`src/hw/rtl/fhld_pkg.sv`:
```
package fhld_pkg;

    localparam int CountBitsDefault = 16;
    localparam int BufW             = 16;
    localparam int FillW            = 5;
    localparam int ByteW            = 8;
    localparam int LenW             = 4;
    localparam int PaddrW           = 3;
    localparam int PdataW           = 32;
    localparam int RegCountW        = 16;

    localparam logic REG_LITERAL_COUNT = 1'b0;

    typedef enum logic [1:0] {
        DEC_NEED,
        DEC_LIT,
        DEC_ERR
    } t_dec_kind;

    typedef struct packed {
        t_dec_kind        kind;
        logic [ByteW-1:0] sym;
        logic [LenW-1:0]  len;
    } t_dec;

    typedef struct packed {
        logic [BufW-1:0]  bit_buffer;
        logic [FillW-1:0] buffered_bits;
    } t_bits;

    typedef struct packed {
        logic [ByteW-1:0] literal;
        logic             last_literal;
        logic             code_error;
    } t_result;

    function automatic t_dec decode_code(input logic [BufW-1:0] bb,
                                         input logic [FillW-1:0] nbits);
        logic [8:0] rev;
        logic [6:0] c7;
        logic [7:0] c8;
        t_dec       d;
        for (int i = 0; i < 9; i++) begin
            rev[8-i] = bb[i];
        end
        c7     = rev[8:2];
        c8     = rev[8:1];
        d.kind = DEC_NEED;
        d.sym  = '0;
        d.len  = '0;
        if (nbits >= FillW'(7)) begin
            if (c7 <= 7'd23) begin
                d.kind = DEC_ERR;
            end else if (nbits >= FillW'(8)) begin
                if (c8 >= 8'd48 && c8 <= 8'd191) begin
                    d.kind = DEC_LIT;
                    d.sym  = c8 - 8'd48;
                    d.len  = LenW'(8);
                end else if (c8 >= 8'd192 && c8 <= 8'd199) begin
                    d.kind = DEC_ERR;
                end else if (nbits >= FillW'(9)) begin
                    d.kind = DEC_LIT;
                    d.sym  = rev[7:0];
                    d.len  = LenW'(9);
                end
            end
        end
        return d;
    endfunction

endpackage

```
`src/hw/rtl/fhld_step.sv`:
```
module fhld_step #(
    parameter int COUNT_BITS = fhld_pkg::CountBitsDefault
) (
    input  fhld_pkg::t_bits                i_bits,
    input  logic                           i_halted,
    input  logic [COUNT_BITS-1:0]          i_done,
    input  logic [COUNT_BITS-1:0]          i_count,
    input  logic [fhld_pkg::ByteW-1:0]     i_byte,
    output fhld_pkg::t_bits                o_bits,
    output logic                           o_halted,
    output logic [COUNT_BITS-1:0]          o_done,
    output logic [1:0]                     o_push_n,
    output fhld_pkg::t_result              o_res0,
    output fhld_pkg::t_result              o_res1
);
    import fhld_pkg::*;

    logic [BufW-1:0]       b0;
    logic [BufW-1:0]       b1;
    logic [BufW-1:0]       b2;
    logic [FillW-1:0]      n0;
    logic [FillW-1:0]      n1;
    logic [FillW-1:0]      n2;
    logic [COUNT_BITS-1:0] done1;
    logic [COUNT_BITS-1:0] done2;
    t_dec                  d1;
    t_dec                  d2;
    logic                  take1;
    logic                  err1;
    logic                  take2;
    logic                  err2;

    always_comb begin
        if (i_bits.buffered_bits <= FillW'(8)) begin
            b0 = i_bits.bit_buffer | (BufW'(i_byte) << i_bits.buffered_bits[3:0]);
            n0 = i_bits.buffered_bits + FillW'(8);
        end else begin
            b0 = i_bits.bit_buffer;
            n0 = i_bits.buffered_bits;
        end
    end

    assign d1    = decode_code(b0, n0);
    assign take1 = !i_halted && (i_done < i_count) && (d1.kind == DEC_LIT);
    assign err1  = !i_halted && (i_done < i_count) && (d1.kind == DEC_ERR);
    assign b1    = b0 >> d1.len;
    assign n1    = n0 - FillW'(d1.len);
    assign done1 = i_done + COUNT_BITS'(1);

    assign d2    = decode_code(b1, n1);
    assign take2 = take1 && (done1 < i_count) && (d2.kind == DEC_LIT);
    assign err2  = take1 && (done1 < i_count) && (d2.kind == DEC_ERR);
    assign b2    = b1 >> d2.len;
    assign n2    = n1 - FillW'(d2.len);
    assign done2 = done1 + COUNT_BITS'(1);

    always_comb begin
        o_bits   = i_bits;
        o_done   = i_done;
        o_halted = i_halted || err1 || err2;
        if (!i_halted) begin
            if (take2) begin
                o_bits.bit_buffer    = b2;
                o_bits.buffered_bits = n2;
                o_done               = done2;
            end else if (take1) begin
                o_bits.bit_buffer    = b1;
                o_bits.buffered_bits = n1;
                o_done               = done1;
            end else begin
                o_bits.bit_buffer    = b0;
                o_bits.buffered_bits = n0;
            end
        end
    end

    always_comb begin
        o_res0 = '0;
        o_res1 = '0;
        if (err1) begin
            o_res0.code_error = 1'b1;
        end else begin
            o_res0.literal      = d1.sym;
            o_res0.last_literal = (done1 == i_count);
        end
        if (err2) begin
            o_res1.code_error = 1'b1;
        end else begin
            o_res1.literal      = d2.sym;
            o_res1.last_literal = (done2 == i_count);
        end
        if (take1 && (take2 || err2)) begin
            o_push_n = 2'd2;
        end else if (take1 || err1) begin
            o_push_n = 2'd1;
        end else begin
            o_push_n = 2'd0;
        end
    end

endmodule

```
`src/hw/rtl/fhld_result_fifo.sv`:
```
module fhld_result_fifo (
    input  logic               i_clk,
    input  logic               i_rst_n,
    input  logic [1:0]         i_push_n,
    input  fhld_pkg::t_result  i_res0,
    input  fhld_pkg::t_result  i_res1,
    input  logic               i_pop_ready,
    output logic               o_valid,
    output fhld_pkg::t_result  o_res,
    output logic               o_space
);
    import fhld_pkg::*;

    t_result    r_mem [4];
    logic [1:0] r_wptr;
    logic [1:0] r_rptr;
    logic [2:0] r_count;
    logic [1:0] n_wptr;
    logic [1:0] n_rptr;
    logic [2:0] n_count;
    logic       pop;

    assign o_valid = (r_count != 3'd0);
    assign o_res   = r_mem[r_rptr];
    assign o_space = (r_count <= 3'd2);
    assign pop     = o_valid && i_pop_ready;

    always_comb begin
        n_wptr  = r_wptr + i_push_n;
        n_rptr  = r_rptr + 2'(pop);
        n_count = r_count + 3'(i_push_n) - 3'(pop);
    end

    always_ff @(posedge i_clk) begin
        if (!i_rst_n) begin
            r_wptr  <= '0;
            r_rptr  <= '0;
            r_count <= '0;
        end else begin
            r_wptr  <= n_wptr;
            r_rptr  <= n_rptr;
            r_count <= n_count;
        end
    end

    always_ff @(posedge i_clk) begin
        if (i_push_n != 2'd0) begin
            r_mem[r_wptr] <= i_res0;
        end
        if (i_push_n == 2'd2) begin
            r_mem[r_wptr + 2'd1] <= i_res1;
        end
    end

endmodule

```
`src/hw/rtl/fixed_huffman_literal_decoder_core.sv`:
```
// Channel   Direction  Handshake                       Payload
// stream    in         i_stream_valid / o_stream_ready i_stream_byte
// result    out        o_result_valid / i_result_ready o_literal, o_last_literal, o_code_error
// config    in         psel, penable, pwrite, pready   paddr, pwdata, prdata
//
// A byte is decoded in the cycle it transfers; up to two results enter a four-entry queue.
// o_stream_ready is high while at most two results are queued, so a byte can transfer every
// cycle; the result port drains one per cycle while i_result_ready is high.
// Reset is synchronous; no clearing pass.
// A stalled result port fills the queue and holds o_stream_ready low until it drains.
module fixed_huffman_literal_decoder_core #(
    parameter int COUNT_BITS = fhld_pkg::CountBitsDefault
) (
    input  logic                            i_clk,
    input  logic                            i_rst_n,
    input  logic                            i_stream_valid,
    output logic                            o_stream_ready,
    input  logic [fhld_pkg::ByteW-1:0]      i_stream_byte,
    output logic                            o_result_valid,
    input  logic                            i_result_ready,
    output logic [fhld_pkg::ByteW-1:0]      o_literal,
    output logic                            o_last_literal,
    output logic                            o_code_error,
    input  logic                            psel,
    input  logic                            penable,
    input  logic                            pwrite,
    input  logic [fhld_pkg::PaddrW-1:0]     paddr,
    input  logic [fhld_pkg::PdataW-1:0]     pwdata,
    output logic [fhld_pkg::PdataW-1:0]     prdata,
    output logic                            pready
);
    import fhld_pkg::*;

    localparam int LoadW = (COUNT_BITS < RegCountW) ? COUNT_BITS : RegCountW;

    t_bits                 r_bits;
    logic                  r_halted;
    logic [COUNT_BITS-1:0] r_done;
    logic [COUNT_BITS-1:0] r_literal_count;
    t_bits                 n_bits;
    logic                  n_halted;
    logic [COUNT_BITS-1:0] n_done;
    logic [1:0]            step_push_n;
    logic [1:0]            push_n;
    t_result               res0;
    t_result               res1;
    t_result               out_res;
    logic                  in_xfer;
    logic                  cfg_wr;

    assign pready  = 1'b1;
    assign in_xfer = i_stream_valid && o_stream_ready;
    assign cfg_wr  = psel && penable && pwrite && pready;
    assign prdata  = (paddr[2] == REG_LITERAL_COUNT) ? PdataW'(r_literal_count) : '0;

    fhld_step #(
        .COUNT_BITS(COUNT_BITS)
    ) u_step (
        .i_bits  (r_bits),
        .i_halted(r_halted),
        .i_done  (r_done),
        .i_count (r_literal_count),
        .i_byte  (i_stream_byte),
        .o_bits  (n_bits),
        .o_halted(n_halted),
        .o_done  (n_done),
        .o_push_n(step_push_n),
        .o_res0  (res0),
        .o_res1  (res1)
    );

    assign push_n = in_xfer ? step_push_n : 2'd0;

    fhld_result_fifo u_fifo (
        .i_clk      (i_clk),
        .i_rst_n    (i_rst_n),
        .i_push_n   (push_n),
        .i_res0     (res0),
        .i_res1     (res1),
        .i_pop_ready(i_result_ready),
        .o_valid    (o_result_valid),
        .o_res      (out_res),
        .o_space    (o_stream_ready)
    );

    assign o_literal      = out_res.literal;
    assign o_last_literal = out_res.last_literal;
    assign o_code_error   = out_res.code_error;

    always_ff @(posedge i_clk) begin
        if (!i_rst_n) begin
            r_bits   <= '0;
            r_halted <= 1'b0;
            r_done   <= '0;
        end else if (in_xfer) begin
            r_bits   <= n_bits;
            r_halted <= n_halted;
            r_done   <= n_done;
        end
    end

    always_ff @(posedge i_clk) begin
        if (!i_rst_n) begin
            r_literal_count <= '0;
        end else if (cfg_wr && paddr[2] == REG_LITERAL_COUNT) begin
            r_literal_count <= COUNT_BITS'(pwdata[LoadW-1:0]);
        end
    end

    a_fill_bound: assert property (@(posedge i_clk) disable iff (!i_rst_n)
        r_bits.buffered_bits <= FillW'(16))
        else $error("bit buffer fill out of range");

    a_halt_silent: assert property (@(posedge i_clk) disable iff (!i_rst_n)
        (in_xfer && r_halted) |-> (push_n == 2'd0))
        else $error("result pushed while halted");

    a_error_halts: assert property (@(posedge i_clk) disable iff (!i_rst_n)
        (push_n != 2'd0 && (res0.code_error || (push_n == 2'd2 && res1.code_error)))
        |=> r_halted)
        else $error("code error did not halt decoding");

    a_error_ends: assert property (@(posedge i_clk) disable iff (!i_rst_n)
        (push_n == 2'd2) |-> !res0.code_error)
        else $error("result follows a code error");

endmodule
```
`config.mk`:
```
export PLATFORM = sky130hd
export DESIGN_NAME = fixed_huffman_literal_decoder_core
export DESIGN_NICKNAME = d
export VERILOG_FILES = /design/src/hw/rtl/fhld_pkg.sv /design/src/hw/rtl/fhld_step.sv /design/src/hw/rtl/fhld_result_fifo.sv /design/src/hw/rtl/fixed_huffman_literal_decoder_core.sv
export SDC_FILE = /design/constraint.sdc
export NUM_CORES = 1
export LEC_CHECK = 0
export ABC_AREA = 1
export BUFFER_PORTS_ARGS = -buffer_cell sky130_fd_sc_hd__buf_2
export CAP_MARGIN = 10
export CORE_ASPECT_RATIO = 0.8
export CORE_MARGIN = 1
export CORE_UTILIZATION = 45
export CTS_BUF_LIST = sky130_fd_sc_hd__clkbuf_8 sky130_fd_sc_hd__clkbuf_16
export CTS_CLUSTER_DIAMETER = 150
export DETAILED_ROUTE_END_ITERATION = 10
export GPL_ROUTABILITY_DRIVEN = 0
export SLEW_MARGIN = 5
export SYNTH_ARGS = -nofsm -noshare
export SYNTH_HDL_FRONTEND = slang
export SYNTH_SLANG_ARGS = --single-unit
```
`constraint.sdc`:
```
create_clock -name i_clk -period 7.16 [get_ports i_clk]
set_clock_uncertainty 0.1 [all_clocks]
set_input_delay 0 -clock i_clk [delete_from_list [all_inputs] [get_ports i_clk]]
set_output_delay 0 -clock i_clk [all_outputs]
set_load 0.03 [all_outputs]
```
==> results of run 1 <==
[final cells by class]
class	instances	area (µm²)	area share
clock buffer	9	225	0.0244
sequential	101	2420	0.262
multi-input combinational	930	5160	0.559
timing repair buffer	82	508	0.0550
inverter	137	517	0.0560
clock inverter	7	82.6	0.00894
tap	253	317	0.0343
[worst paths after layout]
kind	startpoint	end	slack, ps	cells past startpoint
setup / recovery	r_bits[0]	u_fifo.r_mem[2][2]	790	31
hold / removal	i_rst_n	u_fifo.r_rptr[0]	30	3
setup reg to reg	r_bits[0]	u_fifo.r_mem[2][2]	790	31
hold reg to reg	r_bits[16]	r_bits[16]	370	2
[flip-flops by register name (all words and copies together), names as in the netlist]
register         cells
r_bits              21
r_done              16
r_halted             1
r_literal_count     16
u_fifo.r_count       3
u_fifo.r_mem        40
u_fifo.r_rptr        2
u_fifo.r_wptr        2
[logic make-up (layout without fill, tap and decap cells)]
family	count (synthesis)	in the layout	share of synthesized area
AOI/OAI and AO/OA	205	205	0.138
xor gates and xnor gates	42	42	0.0451
adders and majority gates	55	55	0.0823
buffers and inverters	203	235	0.110
DFF	101	101	0.286
other	2	17	0.000888
and+or+nand+nor	611	611	0.337
[what timing repair did]
item | in CTS | in global routing
buffers inserted | 0 | 0
hold endpoints to repair | 16 | 0
hold buffers | 16 | 0
[through the flow]
stage	area (µm²)	hold WS, ps
after floorplan	8510	90.9
after global placement	8770	177
after detailed placement	8770	185
after CTS	9240	8.72
after global routing	9240	50.1
final	9240	28.2
[placed cells by master, fill, tap and decap left out, types with 10 or more instances in the layout]
master / netlist / routed
nand4_1: 47 / 47
inv_1: 124 / 125
nand2_2: 29 / 29
nand3_1: 92 / 92
inv_2: 12 / 12
nor2_2: 10 / 10
conb_1: 2 / 17
nand3_2: 11 / 11
o21ai_1: 18 / 18
dfxtp_1: 61 / 61
a21oi_1: 73 / 73
edfxtp_1: 40 / 40
o21ai_0: 64 / 64
buf_2: 8 / 59
nor2_1: 119 / 118
o22ai_1: 14 / 14
nand2_1: 274 / 274
dlygate4sd3_1: 0 / 16
ha_1: 54 / 54
xor2_1: 34 / 34
[metal layers]
metal	wire length [µm]	up-vias	share of wire	GRT usage
met5	0	-	0	0
met4	238	0	0.010	0.0548
met3	1450	22	0.062	0.0372
met2	9730	249	0.42	0.361
met1	11800	3685	0.51	0.376
li1	-	4119	-	-
[worst max-delay path: cells and delay by family (launching register included)]
family,cells,cell delay [ps]
buffers and inverters,6,730
and+or+nand+nor,20,2790
adders and majority gates,3,610
DFF,1,620
AOI/OAI and AO/OA,2,1100
==> run_results.csv, run 1 <==
group,metric,value,unit
status,status,"finished, final reports clean",
grt,grt_max_degree,49,
grt,grt_pass1_vias,7052,
sta,finalMaxSlewViolations,0,
synth,synthArstFlopShare,0,
setup_path,slowest_delay,670,ps
synth,synth_most_common_cell,"nand2_1",
synth,synth_area,0.00846,mm²
cts,htreeDepth,3,
drt,firstDrtPassIters,5,
placement,place_ws,807,ps
die,die_w,155,µm
sta,maxSlewHeadroom,0.252,
sta,rsz0062_at_grt,"false",
cts,clkLatencyLatePin,370,ps
setup_path,cpMaxStageDelayCell,"o21ai_1",
final_layout,final_cells,1519,
drt,wl,23200,µm
drt,avgViaCountPerCell,5.32,
cts,numCtsBuffers,9,
setup_path,crit_path_max_fanout,29,
setup_path,cp-end-kind,"flip-flop",
sta,worst_slack,788,ps
synth,netlist.area_leader.share,0.144,
synth,ys_ff_latch,101,
synth,synthFlopType,"dfxtp_1",
placement,port_buffers,59,
flow_run,cap_viol_max_count,0,
cts,cts_resized,0,
drt,vias,8075,
die,pin_count,95,
die,fp.dieH,125,µm
setup_path,path_common_cell,"nor2_1",
drt,ant_nets,0,
sta,post-route-period-util,0.890,
synth,synth_cell_type_count,59,
synth,netlist_instances,1219,
die,initial_utilization,0.463,
synth,yosys-top-cells-area,"dfxtp_1 14%, edfxtp_1 14%, nand2_1 12%, ha_1 8.0%, inv_1 5.5%",
synth,synthTopCellsByCount,"274 x nand2_1, 124 x inv_1, 119 x nor2_1",
grt,antenna_found_initial,0,
sta,fmax,157,MHz
setup_path,critical_path_arrival,6260,ps
setup_path,cp.required,7040,ps
synth,yosys_warnings,0,
drt,routedWlPerCell,15.3,µm
final_layout,drive_gt1_frac,0.130,
sta,worst_pin_slew,1120,ps
synth,synth_area_per_cell,6.94,µm²
die,num_rows,44,
sta,fin_crit,6370,ps
sta,setup_viol,0,
cts,cts_tree,"built",
cts,clk_pin_slew,80,ps
die,core_area,0.0183,mm²
placement,hpwlAfterDp,17200,µm
grt,grt_first_pass_wirelength,37700,µm
final_layout,nets,1366,
cts,cts_root_buffer,"clkbuf_16",
synth,seq_area_frac_synth,0.286,
synth,synth-edff-count,40,
placement,dp_cells,1487,
final_layout,syn2layout_area_growth,9.22,%
final_layout,nFillCells,1886,
grt,overflow,0,
cts,cts_num_sinks,101,
setup_path,cp-start-kind,"flip-flop",
final_layout,post-route-util,0.505,
hold_path,min_path_type,"in2reg",
grt,track_usage,0.246,
setup_path,path_class,"reg2reg",
drt,drtIter0Drc,705,
sta,finalSetupTns,0,ps
cts,clockBufferDepth,2,
die,dieArea,0.0193,mm²
synth,yosys.area.top_type,"dfxtp_1",
drt,drc,0,
final_layout,diodes,0,
sta,hold_violations,0,
Power of run 1 is not shown: default switching activity piles up to over one toggle a cycle in this logic, so the estimate is an artifact.
==> run 2: changes to the inputs <==
==> constraint.sdc (replaced) <==
create_clock -name i_clk -period 7.6 [get_ports i_clk]
set_clock_uncertainty 0.1 [all_clocks]
set_input_delay 0 -clock i_clk [delete_from_list [all_inputs] [get_ports i_clk]]
set_output_delay 0 -clock i_clk [all_outputs]
set_load 0.03 [all_outputs]
==> run 2 against run 1 <==
Effect of this change:
- setup slack better by 370 ps
- sequential share of layout area about the same
- largest cell class unchanged
- non-clock buffer count fell by 1
- critical endpoint is now u_fifo.r_mem[0][2]
==> run_results.csv, run 2 (synthesized netlist as in run 1, its figures left out) <==
group,metric,value,unit
final_layout,syn2layout_area_growth,9.13,%
drt,wl,23400,µm
cts,cts_tree,"built",
final_layout,largest_reg_flops,40,
grt,track_usage,0.252,
grt,grt_max_degree,49,
grt,grt_first_pass_wirelength,38600,µm
grt,grt.met2_usage,0.370,
die,fp.dieH,125,µm
status,status,"finished, final reports clean",
final_layout,fin_area,0.00923,mm²
setup_path,cp-end-kind,"flip-flop",
placement,post_dp_cell_area,0.00875,mm²
setup_path,cp-start-kind,"flip-flop",
die,core_area,0.0183,mm²
placement,port_buffers,59,
setup_path,cp.required,7490,ps
sta,worst_slack,1160,ps
grt,antenna_found_initial,0,
die,die_w,155,µm
sta,fin_crit,6440,ps
die,pin_count,95,
setup_path,path_class,"reg2reg",
setup_path,cp_top_family,"simple AND/OR/NAND/NOR gates",
final_layout,multi_input_area,0.00516,mm²
setup_path,crit_buf_inv,7,
grt,overflow,0,
die,initial_utilization,0.463,
sta,fmax,155,MHz
final_layout,seqCellArea,0.00242,mm²
sta,finalMaxSlewViolations,0,
drt,routedWlPerCell,15.4,µm
final_layout,layout_commonest_cell,"nand2_1",
drt,vias,8020,
final_layout,reg_top3,"u_fifo.r_mem: 40 flops, r_bits: 21 flops",
setup_path,critical_path_arrival,6330,ps
final_layout,nFillCells,1867,
hold_path,min_path_type,"in2reg",
flow_run,cap_viol_max_count,0,
setup_path,crit_path_max_fanout,29,
placement,place_ws,1200,ps
final_layout,layout_common_cells,"274 x nand2_1, 126 x inv_1, 118 x nor2_1",
cts,clkLatencyLatePin,360,ps
drt,firstDrtPassIters,5,
grt,grt_busiest_layer,"met1",
drt,drc,0,
sta,maxSlewHeadroom,0.276,
final_layout,nets,1365,
sta,finalSetupTns,0,ps
cts,htreeDepth,3,
cts,clk_pin_slew,80,ps
setup_path,cpMaxStageDelayCell,"nand2_1",
sta,worst_pin_slew,1080,ps
grt,use_met1,0.382,
drt,ant_nets,0,
drt,drtIter0Drc,721,
cts,clockBufferDepth,2,
sta,rsz0062_at_grt,"false",
die,dieArea,0.0193,mm²
grt,grt_pass1_vias,7366,
cts,postCtsSetupBuffers,0,
sta,hold_violations,0,
grt,use_met3,0.0390,
die,num_rows,44,
final_layout,diodes,0,
placement,hpwlAfterDp,17000,µm
drt,avgViaCountPerCell,5.28,
cts,numCtsBuffers,9,
sta,setup_viol,0,
sta,post-route-period-util,0.847,
final_layout,drive_gt1_frac,0.130,
final_layout,top_register,"u_fifo.r_mem",
sta,timing.hold.ws,48.0,ps
setup_path,slowest_delay,580,ps
cts,cts_root_buffer,"clkbuf_16",
cts,cts_num_sinks,101,
[run 2: cell types whose count changed in the layout (fill, tap and decap cells not counted), sizes merged]
| cell | change |
|---|---|
| inv | -1 |
| clkinvlp | +1 |
| buf | -1 |
[run 2: final cells by class]
type / instances / share of cell area
Inverter: 137 / 0.0560
Clock inverter: 7 / 0.00854
Tap cell: 253 / 0.0343
Multi-Input combinational cell: 930 / 0.560
Clock buffer: 9 / 0.0244
Timing Repair Buffer: 81 / 0.0546
Sequential cell: 101 / 0.263
[run 2: path summary, 6_finish.rpt]
kind / to / start / cells after the start / slack (ps)
max reg2reg: u_fifo.r_mem[0][2] / r_bits[3] / 32 / 1160
min reg2reg: r_bits[18] / r_bits[18] / 2 / 370
min: u_fifo.r_wptr[0] / i_rst_n / 3 / 50
max: u_fifo.r_mem[0][2] / r_bits[3] / 32 / 1160
[run 2: worst reg2reg max path: cells and delay by family, from the launching register on]
kind            cells  cell delay, ps
simple gates       20            3360
fa+ha+maj           4             850
buf+inv             7             820
flops               1             540
compound gates      1             410
[run 2: metrics by stage]
step	instances	util
floorplan	1234	-
global placement	1485	0.479
detailed placement	1485	0.479
CTS	1517	0.504
global route	1518	0.505
finish	1518	0.505
[run 2: layer usage]
layer | up-vias | wire length, µm
met1 | 3647 | 12100
met3 | 21 | 1470
li1 | 4114 | -
met4 | 0 | 306
met5 | - | 0
met2 | 238 | 9570
[run 2: what timing repair did]
item                                   4_1_cts  5_1_grt
hold buffers                                16        0
endpoints found under the hold margin       16        0
resized for setup                            0        0
setup endpoints to repair                    0        0
Power of run 2 is left out for the same reason.
==> run 3: changes to the inputs <==
--- a/config.mk
+++ b/config.mk
@@ -5,7 +5,7 @@
 export SDC_FILE = /design/constraint.sdc
 export NUM_CORES = 1
 export LEC_CHECK = 0
-export ABC_AREA = 1
+export ABC_AREA = 0
 export BUFFER_PORTS_ARGS = -buffer_cell sky130_fd_sc_hd__buf_2
 export CAP_MARGIN = 10
 export CORE_ASPECT_RATIO = 0.8
==> constraint.sdc (replaced) <==
create_clock -name i_clk -period 6.6 [get_ports i_clk]
set_clock_uncertainty 0.1 [all_clocks]
set_input_delay 0 -clock i_clk [delete_from_list [all_inputs] [get_ports i_clk]]
set_output_delay 0 -clock i_clk [all_outputs]
set_load 0.03 [all_outputs]
==> run 3 against run 2 <==
Effect of this change:
- cell area increased by 3.9%
- wire length increased by 2.9%
- register-to-register slack got worse by 800 ps
- worst hold slack got worse by 39 ps
- flip-flop and latch count unchanged
- highest routed layer unchanged
- die area increased by 0.54%
==> run_results.csv, run 3 <==
group,metric,value,unit
synth,synth_compound_area_frac,0.180,
sta,rsz0062_at_grt,"false",
pwr,p_int,2.57,mW
drt,wl,24100,µm
drt,vias,7661,
sta,worst_pin_slew,1300,ps
synth,synth-edff-count,40,
final_layout,diodes,0,
setup_path,crit_path_max_fanout,13,
synth,synth_area,0.00850,mm²
final_layout,nets,1166,
synth,netlist_instances,991,
grt,grt_max_degree,42,
die,core_area,0.0183,mm²
final_layout,largest_reg_flops,40,
cts,numCtsBuffers,9,
pwr,p_seq_frac,0.161,
cts,cts_tree,"built",
synth,synthSimpleGateAreaFrac,0.211,
synth,synth_cell_type_count,88,
pwr,clockPowerShare,0.110,
pwr,pwr-share-comb,0.729,
pwr,peakVddDrop,394,µV
die,dieArea,0.0195,mm²
grt,grt_busiest_layer,"met1",
synth,synthArstFlopShare,0,
grt,grt_pass1_vias,7020,
sta,fmax,160,MHz
drt,routedWlPerCell,18.3,µm
drt,ant_nets,0,
drt,firstDrtPassIters,5,
sta,finalSetupTns,0,ps
synth,synthTopCellsByCount,"111 x nand2_1, 70 x a21oi_1, 63 x nor2_1",
final_layout,syn2layout_area_growth,12.8,%
pwr,p_leak,3.94,nW
sta,hold_violations,0,
pwr,pwr_density_cell,574,mW/mm²
die,initial_utilization,0.464,
cts,clockBufferDepth,2,
synth,seq_area_frac_synth,0.285,
final_layout,nFillCells,1720,
pwr,switching_share,0.533,
final_layout,reg_top3,"u_fifo.r_mem: 40 flops, r_bits: 21 flops",
synth,synthFlopType,"dfxtp_1",
synth,yosys.area.top_type,"dfxtp_1",
sta,fin_crit,6240,ps
placement,port_buffers,59,
status,status,"finished, final reports clean",
synth,synth-xor-area-share,0.0556,
die,die_w,156,µm
cts,cts_root_buffer,"clkbuf_16",
pwr,p_sw,2.93,mW
cts,clkLatencyLatePin,360,ps
synth,yosys_warnings,0,
setup_path,cp.required,6750,ps
final_layout,top_register,"u_fifo.r_mem",
grt,overflow,0,
synth,synth_top_family_by_area,"simple AND/OR/NAND/NOR gates",
setup_path,path_class,"reg2reg",
drt,avgViaCountPerCell,5.81,
final_layout,post-route-util,0.523,
die,fp.dieH,125,µm
synth,synth_fa_ha_area_frac,0.0818,
sta,maxSlewHeadroom,0.134,
setup_path,cp-end-kind,"flip-flop",
synth,ys_ff_latch,101,
cts,cts_num_sinks,101,
synth,yosys-top-cells-area,"dfxtp_1 14%, edfxtp_1 14%, ha_1 7.9%, mux2i_1 6.2%, nand2_1 4.9%",
final_layout,layout_commonest_cell,"nand2_1",
die,num_rows,44,
synth,synth_mux_area_frac,0.117,
die,pin_count,95,
grt,track_usage,0.256,
sta,post-route-period-util,0.946,
synth,synth_area_per_cell,8.58,µm²
cts,htreeDepth,3,
placement,hpwlAfterDp,18100,µm
final_layout,layout_common_cells,"110 x nand2_1, 69 x a21oi_1, 61 x nor2_1, 61 x dfxtp_1, 59 x buf_2",
grt,use_met3,0.0527,
final_layout,drive_gt1_frac,0.151,
drt,drc,0,
hold_path,worstHoldPathCells,4,
flow_run,cap_viol_max_count,0,
setup_path,cp-start-kind,"flip-flop",
sta,finalMaxSlewViolations,0,
sta,setup_viol,0,
synth,netlist.area_leader.share,0.144,
grt,antenna_found_initial,0,
drt,drtIter0Drc,746,
synth,synth_most_common_cell,"nand2_1",
setup_path,critical_path_arrival,6390,ps
setup_path,rr_worst_depth,26,
hold_path,min_path_type,"in2reg",
cts,clk_pin_slew,80,ps
grt,use_met1,0.401,
grt,grt.met2_usage,0.357,
grt,grt_first_pass_wirelength,39000,µm
run 3: power by group through the flow:
| stage | combinational (mW) | clock (mW) | sequential [mW] |
|---|---|---|---|
| final | 4.01 | 0.602 | 0.887 |
| after global routing | 4.38 | 0.628 | 0.903 |
| after floorplan | 2.89 | 0 | 0.847 |
| after CTS | 3.87 | 0.607 | 0.884 |
| after global placement | 3.84 | 0 | 0.899 |
| after detailed placement | 3.84 | 0 | 0.898 |
run 3: layout make-up:
| class | instances | area (µm²) | share of cell area |
|---|---|---|---|
| Timing Repair Buffer | 110 | 721 | 0.0752 |
| Clock inverter | 7 | 98.8 | 0.0103 |
| Clock buffer | 9 | 225 | 0.0235 |
| Inverter | 55 | 206 | 0.0215 |
| Tap cell | 253 | 317 | 0.0330 |
| Multi-Input combinational cell | 784 | 5600 | 0.584 |
| Sequential cell | 101 | 2420 | 0.253 |
run 3: routing by layer:
metal,part of all wire,up-vias
met5,0,-
met4,0.012,0
met3,0.076,28
met2,0.41,299
met1,0.51,3636
li1,-,3698
run 3: through the flow:
step	worst slack [ps]	power (mW)	instances	hold slack [ps]	instance area [µm²]
after global routing	23.1	5.91	1319	35.8	9590
after global placement	466	4.74	1283	143	9040
after floorplan	37.1	3.73	1006	36.0	8570
after CTS	277	5.36	1316	1.15	9530
final	358	5.50	1319	9.03	9590
after detailed placement	306	4.73	1283	147	9040
run 3: logic make-up after synthesis:
group           after synthesis
mux                          80
simple gates                354
fa+ha+maj                    55
flops                       101
xor+xnor                     54
buf+inv                     121
other cells                   2
compound gates              224
run 3: path summary, 6_finish.rpt:
kind	from	endpoint	slack, ps
max	r_bits[4]	r_bits[4]	360
max reg2reg	r_bits[4]	r_bits[4]	360
min reg2reg	r_literal_count[11]	r_literal_count[11]	360
min	i_result_ready	u_fifo.r_rptr[0]	9
run 3: critical path, cell delays in order (launching register included):
cell and delay, ps:
dfxtp_1 350, inv_1 110, ha_1 320, nor3b_4 230, a311oi_4 440, inv_1 180, ha_1 280, or3_1 420
o2bb2ai_4 310, nor3_4 60, buf_4 210, o211ai_1 90, a21boi_1 300, buf_4 210, ha_1 200, a21oi_1 50
a21oi_1 180, o2111a_2 330, or3_1 220, nor2_1 80, ha_1 210, ha_1 230, nand2_1 70, a21oi_1 80
or4_4 420, and4_1 190, o31a_1 270
run 3: what timing repair did:
action                     CTS  global route
setup buffers                0             3
hold buffers                17             0
setup endpoints to repair    0            25
gates resized for setup      0            10
hold endpoints to repair    17             0
No activity file was read; power rests on OpenSTA's default activity.
